--- config.mk ---
export PLATFORM = sky130hd
export DESIGN_NAME = usb_config_descriptor_parser_flat
export DESIGN_NICKNAME = d
export VERILOG_FILES = /design/src/design/usbcdp_pkg.sv /design/src/design/usbcdp_in_if.sv /design/src/design/usbcdp_out_if.sv /design/src/design/usb_config_descriptor_parser.sv /design/src/flat_wrapper.sv
export SDC_FILE = /design/constraint.sdc
export NUM_CORES = 1
export LEC_CHECK = 0
export BUFFER_PORTS_ARGS = -buffer_cell sky130_fd_sc_hd__buf_2
export CAP_MARGIN = 20
export CORE_ASPECT_RATIO = 1.5
export CORE_MARGIN = 2
export CORE_UTILIZATION = 28
export DETAILED_ROUTE_END_ITERATION = 10
export PLACE_DENSITY = 0.53
export SLEW_MARGIN = 0
export SYNTH_ARGS = -nofsm -noshare
export SYNTH_HDL_FRONTEND = slang
export SYNTH_SLANG_ARGS = --single-unit
--- constraint.sdc ---
create_clock -name clk_i -period 12.9 [get_ports clk_i]
set_input_delay 1.935 -clock clk_i [delete_from_list [all_inputs] [get_ports clk_i]]
set_output_delay 1.935 -clock clk_i [all_outputs]
set_load 0.01 [all_outputs]
--- src/design/usbcdp_pkg.sv ---
package usbcdp_pkg;

  localparam int MAX_ENDPOINTS = 16;
  localparam int IDX_W = (MAX_ENDPOINTS > 1) ? $clog2(MAX_ENDPOINTS) : 1;
  localparam int CNT_W = $clog2(MAX_ENDPOINTS + 1);

  localparam logic [7:0] DESC_TYPE_INTERFACE = 8'd4;
  localparam logic [7:0] DESC_TYPE_ENDPOINT  = 8'd5;
  localparam logic [7:0] MIN_DESC_LEN        = 8'd2;
  localparam logic [7:0] MIN_IFACE_LEN       = 8'd9;
  localparam logic [7:0] MIN_EP_LEN          = 8'd7;

  localparam logic CMD_BYTE   = 1'b0;
  localparam logic CMD_LOOKUP = 1'b1;

  typedef struct packed {
    logic [7:0]  address;
    logic [1:0]  ep_type;
    logic [15:0] pkt_size;
    logic [7:0]  interval;
  } ep_entry_t;

  typedef struct packed {
    logic        interface_found;
    logic [7:0]  iface_class;
    logic [7:0]  iface_subclass;
    logic [7:0]  iface_protocol;
    logic [4:0]  endpoint_count;
    logic        match_found;
    logic [3:0]  match_index;
    logic [7:0]  ep_address;
    logic [15:0] ep_max_packet;
    logic [7:0]  ep_interval;
  } result_t;

endpackage

--- src/design/usbcdp_in_if.sv ---
interface usbcdp_in_if;
  logic       valid;
  logic       ready;
  logic       command;
  logic [7:0] data_byte;
  logic       block_start;
  logic       block_end;
  logic [1:0] lookup_type;
  logic       lookup_dir_in;

  modport source (
    output valid, command, data_byte, block_start, block_end, lookup_type, lookup_dir_in,
    input  ready
  );
  modport sink (
    input  valid, command, data_byte, block_start, block_end, lookup_type, lookup_dir_in,
    output ready
  );
endinterface

--- src/design/usbcdp_out_if.sv ---
interface usbcdp_out_if;
  logic        valid;
  logic        ready;
  logic        interface_found;
  logic [7:0]  iface_class;
  logic [7:0]  iface_subclass;
  logic [7:0]  iface_protocol;
  logic [4:0]  endpoint_count;
  logic        match_found;
  logic [3:0]  match_index;
  logic [7:0]  ep_address;
  logic [15:0] ep_max_packet;
  logic [7:0]  ep_interval;

  modport source (
    output valid, interface_found, iface_class, iface_subclass, iface_protocol,
           endpoint_count, match_found, match_index, ep_address, ep_max_packet, ep_interval,
    input  ready
  );
  modport sink (
    input  valid, interface_found, iface_class, iface_subclass, iface_protocol,
           endpoint_count, match_found, match_index, ep_address, ep_max_packet, ep_interval,
    output ready
  );
endinterface

--- src/design/usb_config_descriptor_parser.sv ---
// USB configuration descriptor parser.
// item_i carries one beat per descriptor byte (command 0) or per endpoint
// lookup (command 1); result_o carries summary and lookup results.
// A plain descriptor byte is taken while the block stays in S_IDLE, so
// plain bytes can be taken back to back. A byte that completes an endpoint
// descriptor while the table is not empty starts a scan of the endpoint
// table for a duplicate address, one entry per cycle through a single
// address comparator; into an empty table the first entry is written
// without a scan. A lookup uses the same entry-per-cycle scan, stopping at
// the first match, then the S_EMIT step loads the result register. A
// block_end byte also passes through that load step after its own work.
// item_i.ready is low while a scan or a result load is in progress.
// Results sit in an output register; the block keeps taking bytes while
// one waits, and only holds in its load step if a new result is due while
// the receiver still stalls the previous one.
// Reset clears the entry count and flags at once (no clearing pass; the
// table storage is not reset) and parsing starts as if a block had begun.
module usb_config_descriptor_parser (
  input  logic               clk_i,
  input  logic               rst_ni,
  usbcdp_in_if.sink          item_i,
  usbcdp_out_if.source       result_o
);
  import usbcdp_pkg::*;

  typedef enum logic [1:0] {S_IDLE, S_DUP, S_LOOK, S_EMIT} state_e;

  state_e           state_q, state_d;
  logic [CNT_W-1:0] used_q, used_d;
  logic             seen_q, seen_d;
  logic [23:0]      codes_q, codes_d;
  logic [7:0]       off_q, off_d;
  logic [7:0]       len_q, len_d;
  logic [7:0]       kind_q, kind_d;
  logic [47:0]      fields_q, fields_d;
  logic             stopped_q, stopped_d;
  logic             end_q, end_d;
  logic [IDX_W-1:0] scan_q, scan_d;
  ep_entry_t        cand_q, cand_d;
  logic [1:0]       want_type_q, want_type_d;
  logic             want_dir_q, want_dir_d;
  logic             mfound_q, mfound_d;
  logic [IDX_W-1:0] midx_q, midx_d;
  ep_entry_t        mentry_q, mentry_d;
  logic             out_valid_q, out_valid_d;
  result_t          res_q, res_d;

  ep_entry_t        tbl_q [MAX_ENDPOINTS];
  logic             tbl_we;
  logic [IDX_W-1:0] tbl_waddr;
  ep_entry_t        tbl_wdata;
  ep_entry_t        rd;
  logic             last;
  logic [31:0]      used_w;
  logic [31:0]      midx_w;

  assign rd     = tbl_q[scan_q];
  assign last   = (CNT_W'(scan_q) + CNT_W'(1)) == used_q;
  assign used_w = 32'(used_q);
  assign midx_w = 32'(midx_q);

  assign item_i.ready = (state_q == S_IDLE);

  always_comb begin
    state_d     = state_q;
    used_d      = used_q;
    seen_d      = seen_q;
    codes_d     = codes_q;
    off_d       = off_q;
    len_d       = len_q;
    kind_d      = kind_q;
    fields_d    = fields_q;
    stopped_d   = stopped_q;
    end_d       = end_q;
    scan_d      = scan_q;
    cand_d      = cand_q;
    want_type_d = want_type_q;
    want_dir_d  = want_dir_q;
    mfound_d    = mfound_q;
    midx_d      = midx_q;
    mentry_d    = mentry_q;
    out_valid_d = out_valid_q && !result_o.ready;
    res_d       = res_q;
    tbl_we      = 1'b0;
    tbl_waddr   = '0;
    tbl_wdata   = cand_q;

    case (state_q)
      S_IDLE: begin
        if (item_i.valid) begin
          scan_d = '0;
          mfound_d = 1'b0;
          midx_d = '0;
          mentry_d = '0;
          if (item_i.command == CMD_LOOKUP) begin
            want_type_d = item_i.lookup_type;
            want_dir_d  = item_i.lookup_dir_in;
            state_d     = S_LOOK;
          end else begin
            if (item_i.block_start) begin
              used_d    = '0;
              seen_d    = 1'b0;
              codes_d   = '0;
              off_d     = '0;
              len_d     = '0;
              kind_d    = '0;
              fields_d  = '0;
              stopped_d = 1'b0;
            end
            if (!stopped_d) begin
              if (off_d == 8'd0) begin
                if (item_i.data_byte < MIN_DESC_LEN) begin
                  stopped_d = 1'b1;
                end else begin
                  len_d    = item_i.data_byte;
                  kind_d   = '0;
                  fields_d = '0;
                  off_d    = 8'd1;
                end
              end else begin
                if (off_d == 8'd1) begin
                  kind_d = item_i.data_byte;
                end
                for (int k = 0; k < 6; k++) begin
                  if (off_d == 8'(k + 2)) begin
                    fields_d[8*k +: 8] = item_i.data_byte;
                  end
                end
                if (({1'b0, off_d} + 9'd1) == {1'b0, len_d}) begin
                  off_d = '0;
                  if (kind_d == DESC_TYPE_INTERFACE && len_d >= MIN_IFACE_LEN && !seen_d) begin
                    codes_d = {fields_d[31:24], fields_d[39:32], fields_d[47:40]};
                    seen_d  = 1'b1;
                  end
                  if (kind_d == DESC_TYPE_ENDPOINT && len_d >= MIN_EP_LEN &&
                      used_d < CNT_W'(MAX_ENDPOINTS)) begin
                    cand_d.address  = fields_d[7:0];
                    cand_d.ep_type  = fields_d[9:8];
                    cand_d.pkt_size = fields_d[31:16];
                    cand_d.interval = fields_d[39:32];
                    if (used_d == '0) begin
                      tbl_we    = 1'b1;
                      tbl_waddr = '0;
                      tbl_wdata = cand_d;
                      used_d    = CNT_W'(1);
                    end else begin
                      state_d = S_DUP;
                    end
                  end
                end else begin
                  off_d = off_d + 8'd1;
                end
              end
            end
            end_d = item_i.block_end;
            if (item_i.block_end) begin
              stopped_d = 1'b1;
              off_d     = '0;
              if (state_d == S_IDLE) begin
                state_d = S_EMIT;
              end
            end
          end
        end
      end

      S_DUP: begin
        if (rd.address == cand_q.address) begin
          state_d = end_q ? S_EMIT : S_IDLE;
        end else if (last) begin
          tbl_we    = 1'b1;
          tbl_waddr = used_q[IDX_W-1:0];
          used_d    = used_q + CNT_W'(1);
          state_d   = end_q ? S_EMIT : S_IDLE;
        end else begin
          scan_d = scan_q + IDX_W'(1);
        end
      end

      S_LOOK: begin
        if (used_q == '0) begin
          state_d = S_EMIT;
        end else if (rd.address[7] == want_dir_q && rd.ep_type == want_type_q) begin
          mfound_d = 1'b1;
          midx_d   = scan_q;
          mentry_d = rd;
          state_d  = S_EMIT;
        end else if (last) begin
          state_d = S_EMIT;
        end else begin
          scan_d = scan_q + IDX_W'(1);
        end
      end

      S_EMIT: begin
        if (!out_valid_q || result_o.ready) begin
          res_d.interface_found = seen_q;
          res_d.iface_class     = codes_q[23:16];
          res_d.iface_subclass  = codes_q[15:8];
          res_d.iface_protocol  = codes_q[7:0];
          res_d.endpoint_count  = used_w[4:0];
          res_d.match_found     = mfound_q;
          res_d.match_index     = midx_w[3:0];
          res_d.ep_address      = mentry_q.address;
          res_d.ep_max_packet   = mentry_q.pkt_size;
          res_d.ep_interval     = mentry_q.interval;
          out_valid_d           = 1'b1;
          state_d               = S_IDLE;
        end
      end

      default: begin
        state_d = S_IDLE;
      end
    endcase
  end

  always_ff @(posedge clk_i or negedge rst_ni) begin
    if (!rst_ni) begin
      state_q     <= S_IDLE;
      used_q      <= '0;
      seen_q      <= 1'b0;
      codes_q     <= '0;
      off_q       <= '0;
      len_q       <= '0;
      kind_q      <= '0;
      fields_q    <= '0;
      stopped_q   <= 1'b0;
      end_q       <= 1'b0;
      scan_q      <= '0;
      cand_q      <= '0;
      want_type_q <= '0;
      want_dir_q  <= 1'b0;
      mfound_q    <= 1'b0;
      midx_q      <= '0;
      mentry_q    <= '0;
      out_valid_q <= 1'b0;
      res_q       <= '0;
    end else begin
      state_q     <= state_d;
      used_q      <= used_d;
      seen_q      <= seen_d;
      codes_q     <= codes_d;
      off_q       <= off_d;
      len_q       <= len_d;
      kind_q      <= kind_d;
      fields_q    <= fields_d;
      stopped_q   <= stopped_d;
      end_q       <= end_d;
      scan_q      <= scan_d;
      cand_q      <= cand_d;
      want_type_q <= want_type_d;
      want_dir_q  <= want_dir_d;
      mfound_q    <= mfound_d;
      midx_q      <= midx_d;
      mentry_q    <= mentry_d;
      out_valid_q <= out_valid_d;
      res_q       <= res_d;
    end
  end

  always_ff @(posedge clk_i) begin
    if (tbl_we) begin
      tbl_q[tbl_waddr] <= tbl_wdata;
    end
  end

  assign result_o.valid           = out_valid_q;
  assign result_o.interface_found = res_q.interface_found;
  assign result_o.iface_class     = res_q.iface_class;
  assign result_o.iface_subclass  = res_q.iface_subclass;
  assign result_o.iface_protocol  = res_q.iface_protocol;
  assign result_o.endpoint_count  = res_q.endpoint_count;
  assign result_o.match_found     = res_q.match_found;
  assign result_o.match_index     = res_q.match_index;
  assign result_o.ep_address      = res_q.ep_address;
  assign result_o.ep_max_packet   = res_q.ep_max_packet;
  assign result_o.ep_interval     = res_q.ep_interval;

  a_used_bound: assert property (@(posedge clk_i) disable iff (!rst_ni)
    used_q <= CNT_W'(MAX_ENDPOINTS))
    else $error("endpoint count beyond table depth");

  a_dup_scan_range: assert property (@(posedge clk_i) disable iff (!rst_ni)
    state_q == S_DUP |-> (used_q != '0) && (CNT_W'(scan_q) < used_q))
    else $error("duplicate scan outside stored entries");

  a_lookup_enters_scan: assert property (@(posedge clk_i) disable iff (!rst_ni)
    item_i.valid && item_i.ready && item_i.command == CMD_LOOKUP |=> state_q == S_LOOK)
    else $error("lookup beat did not start a table scan");

  a_emit_sets_valid: assert property (@(posedge clk_i) disable iff (!rst_ni)
    state_q == S_EMIT && (!out_valid_q || result_o.ready) |=> out_valid_q)
    else $error("result load did not raise valid");

endmodule

--- src/flat_wrapper.sv ---
// flat-port wrapper written by rule: the top's interface ports become plain ports
module usb_config_descriptor_parser_flat import usbcdp_pkg::*;
  (clk_i, rst_ni, item_i_valid, item_i_command, item_i_data_byte, item_i_block_start, item_i_block_end, item_i_lookup_type, item_i_lookup_dir_in, item_i_ready, result_o_valid, result_o_interface_found, result_o_iface_class, result_o_iface_subclass, result_o_iface_protocol, result_o_endpoint_count, result_o_match_found, result_o_match_index, result_o_ep_address, result_o_ep_max_packet, result_o_ep_interval, result_o_ready);
  usbcdp_in_if item_i_i ();
  usbcdp_out_if result_o_i ();
  input  logic clk_i;
  input  logic rst_ni;
  input wire logic [$bits(item_i_i.valid)-1:0] item_i_valid;
  input wire logic [$bits(item_i_i.command)-1:0] item_i_command;
  input wire logic [$bits(item_i_i.data_byte)-1:0] item_i_data_byte;
  input wire logic [$bits(item_i_i.block_start)-1:0] item_i_block_start;
  input wire logic [$bits(item_i_i.block_end)-1:0] item_i_block_end;
  input wire logic [$bits(item_i_i.lookup_type)-1:0] item_i_lookup_type;
  input wire logic [$bits(item_i_i.lookup_dir_in)-1:0] item_i_lookup_dir_in;
  output wire logic [$bits(item_i_i.ready)-1:0] item_i_ready;
  output wire logic [$bits(result_o_i.valid)-1:0] result_o_valid;
  output wire logic [$bits(result_o_i.interface_found)-1:0] result_o_interface_found;
  output wire logic [$bits(result_o_i.iface_class)-1:0] result_o_iface_class;
  output wire logic [$bits(result_o_i.iface_subclass)-1:0] result_o_iface_subclass;
  output wire logic [$bits(result_o_i.iface_protocol)-1:0] result_o_iface_protocol;
  output wire logic [$bits(result_o_i.endpoint_count)-1:0] result_o_endpoint_count;
  output wire logic [$bits(result_o_i.match_found)-1:0] result_o_match_found;
  output wire logic [$bits(result_o_i.match_index)-1:0] result_o_match_index;
  output wire logic [$bits(result_o_i.ep_address)-1:0] result_o_ep_address;
  output wire logic [$bits(result_o_i.ep_max_packet)-1:0] result_o_ep_max_packet;
  output wire logic [$bits(result_o_i.ep_interval)-1:0] result_o_ep_interval;
  input wire logic [$bits(result_o_i.ready)-1:0] result_o_ready;
  assign item_i_i.valid = item_i_valid;
  assign item_i_i.command = item_i_command;
  assign item_i_i.data_byte = item_i_data_byte;
  assign item_i_i.block_start = item_i_block_start;
  assign item_i_i.block_end = item_i_block_end;
  assign item_i_i.lookup_type = item_i_lookup_type;
  assign item_i_i.lookup_dir_in = item_i_lookup_dir_in;
  assign item_i_ready = item_i_i.ready;
  assign result_o_valid = result_o_i.valid;
  assign result_o_interface_found = result_o_i.interface_found;
  assign result_o_iface_class = result_o_i.iface_class;
  assign result_o_iface_subclass = result_o_i.iface_subclass;
  assign result_o_iface_protocol = result_o_i.iface_protocol;
  assign result_o_endpoint_count = result_o_i.endpoint_count;
  assign result_o_match_found = result_o_i.match_found;
  assign result_o_match_index = result_o_i.match_index;
  assign result_o_ep_address = result_o_i.ep_address;
  assign result_o_ep_max_packet = result_o_i.ep_max_packet;
  assign result_o_ep_interval = result_o_i.ep_interval;
  assign result_o_i.ready = result_o_ready;
  usb_config_descriptor_parser u_core (.clk_i(clk_i), .rst_ni(rst_ni), .item_i(item_i_i), .result_o(result_o_i));
endmodule
==> reports/qor.txt <==
I/O pin total = 87
setup TNS = 0 ns
Die Width = 280 um
core area = 113,000 um2
first-pass GRT wire length = 120,000 um
Critical Path RT = 13.19 ns
clock slew at reported path FFs = 0.06 ns
Hold Vio Cnt, Final = 0
setup violators final = 0
CTS tree = done
die height = 418 um
worst setup margin = 6.58 ns
Final ANT Viol Nets = 0
critical path arrival = 6.61 ns
CTS Buf Count = 71
ys async rst share = 31.1%
Syn Area/Cell = 17.0 um2
Worst R2R Start = u_core.scan_q[0]
Top Metal Used = met4
CTS max path bufs = 3
final WL = 80,500 um
Final Skew = 0.0156 ns
drt pass-1 iters = 6
Clock Sinks = 790
fmax = 158 MHz
Syn Inst Count = 1,880
crit start category = primary input
crit path capture type = register
worst-path cell chain = buf_2 > buf_4 > and2b_1 > ha_1 > nand4_2 > o21a_1 > or4_1 > a2111o_1 > a211oi_2 > nand4_1 > buf_4 > o21ai_1
cell taking the most area after synthesis = edfxtp_1
critical-path maximum fanout = 67
Placer Congestion = 0.822
critical path startpoint = item_i_block_start
share of cells above drive strength 1 = 25.5%
Seq/Total Area, Yosys = 70.3%
M1 WL = 33,700 um
vias in the first global route = 18,000
FF-to-FF path depth = 11
Post-CTS Setup Inserts = 0
worst-margin pin slew = 1.05 ns
Nets = 2,012
post-cts sizing count = 0
Hold WC Path Type = reg2reg
Max Cap Viol = 0
top_reg_cell synth = edfxtp_1
PortBufs = 86
syn_nets = 1,909
Post-Syn Area = 32,000 um2
Synth top area share = 51.0%
post-DR vias/cell = 4.99
pin count of the biggest net entering global routing = 111
Warnings, synthesis = 0
pins over their slew limit = 0
DRT iter0 DRCs = 1,433
wire per inst = 23.0 um
GRT Util Overall = 13.8%
area grow syn2layout = 14.6%
RSZ-0062 raised after global routing = false
most frequent cell after synthesis = edfxtp_1
WL met2 = 42,000 um
worst skew pair latency = 0.64 ns
Final period util = 49.0%
FF-to-FF End = u_core.tbl_q[12][1]
number of synthesized flops with an enable pin = 544
Initial Utilization = 28.3%
pre-CTS setup slack = 5.52 ns
initial antenna violation count = 4
Post-synth top cells = edfxtp_1, dfrtp_1, mux4_2, nand2_1, a21oi_1
Tmin final = 6.32 ns
top cells by area, synth = edfxtp_1, dfrtp_1, mux4_2
crit-path max cell delay = 0.86 ns
H-tree levels = 3
FP Rows = 151
Max-slew headroom = 29.5%
P per Cell Area = 174 nW/um2
total number of vias = 17,500
Crit Path Class = in2reg
Seq cells post-synth = 790
wire length on met3 = 3070 um
Leak = 0.0145 uW
clk root buf = clkbuf_16
Remaining Overflow, GRT = 0
dpl hpwl = 46,500 um
status = completed
die area = 117,000 um2
Critical Path End = u_core.tbl_q[1][31]
post-synthesis cell type count = 74
DR DRC count = 0
worst vdd ir = 0.0967 mV
Worst path slowest cell = o21ai_1
critical path's most frequent cell = buf_4
# hold bufs at CTS = 0
FF-to-FF setup slack = 6.75 ns
stage by stage:
stage               power (uW)  instance area, um2  hold slack, ns  cells  util, %
finish                    6400               36700           0.478   3494     32.4
global route              6680               36700           0.501   3494     32.4
global placement          4290               34300           0.454   3356     30.3
detailed placement        4310               34300           0.465   3360     30.3
floorplan                 3900               32000           0.442   1880        -
CTS                       6480               36600           0.480   3490     32.4
layout by cell type (no fill, tap or decap), types with 14 or more instances in the layout:
master / n
clkbuf_1: 21
mux2i_1: 45
o2bb2ai_1: 19
a21oi_1: 81
buf_2: 88
o21ai_0: 69
mux2_2: 73
a22o_1: 74
edfxtp_1: 544
nand2_1: 109
inv_1: 18
mux4_2: 147
dfrtp_1: 243
nor2_1: 60
a31oi_1: 18
nor3_1: 14
clkbuf_16: 76
nor3b_1: 33
buf_4: 59
routing by layer:
metal  global-route usage [%]  vias to the layer above
met5                        0                        -
met4                     4.08                        0
met3                     2.04                      100
met2                     24.5                      425
met1                     17.2                     9323
li1                         -                     7604
how the worst min path moves through the flow:
stage / start / to / slack, ns / depth (start not counted)
2_1_floorplan: u_core.fields_q[24] / u_core.fields_q[24] / 0.44 / 2
3_3_place_gp: u_core.fields_q[34] / u_core.fields_q[34] / 0.45 / 2
3_5_place_dp: u_core.fields_q[29] / u_core.fields_q[29] / 0.47 / 2
4_1_cts: u_core.fields_q[25] / u_core.fields_q[25] / 0.48 / 2
5_1_grt: u_core.fields_q[36] / u_core.fields_q[36] / 0.50 / 2
6_report: u_core.fields_q[29] / u_core.fields_q[29] / 0.48 / 2
state kept, by name, indices dropped and copies added, names as in the netlist, 16 cells and up:
register and cells:
u_core.tbl_q 544, u_core.fields_q 42, u_core.cand_q 34, u_core.mentry_q 32
u_core.codes_q 24, u_core.result_o.ep_max_packet 16
critical path: cells and delay by family:
| kind | cells | cell delay (ns) |
|---|---|---|
| fa+ha+maj | 1 | 0.61 |
| simple gates | 4 | 1.25 |
| compound gates | 4 | 1.98 |
| buf+inv | 3 | 0.75 |
power by group:
part	internal, uW	switching, uW
logic	548	727
clock network	1210	941
registers	2830	143
cell type report:
class	instances	area (um2)
multi-input cells	948	9000
diodes	1	2.50
fillers	10800	76500
repair buffers	150	938
well taps	1453	1820
flip-flops and latches	790	22500
clock inverters	28	294
inverters	22	82.6
clock buffers	102	2050
logic make-up (layout without fill, tap and decap cells):
logic type      Yosys count  in the layout  share of synthesized area [%]
simple gates            312            312                           4.89
other cells               0              1                              0
compound gates          339            339                           7.53
buf+inv                 142            302                           1.98
flops                   790            790                           70.3
xor+xnor                 20             20                          0.547
mux                     266            266                           14.4
fa+ha+maj                11             11                          0.430
(Power assumes the default switching activity.)
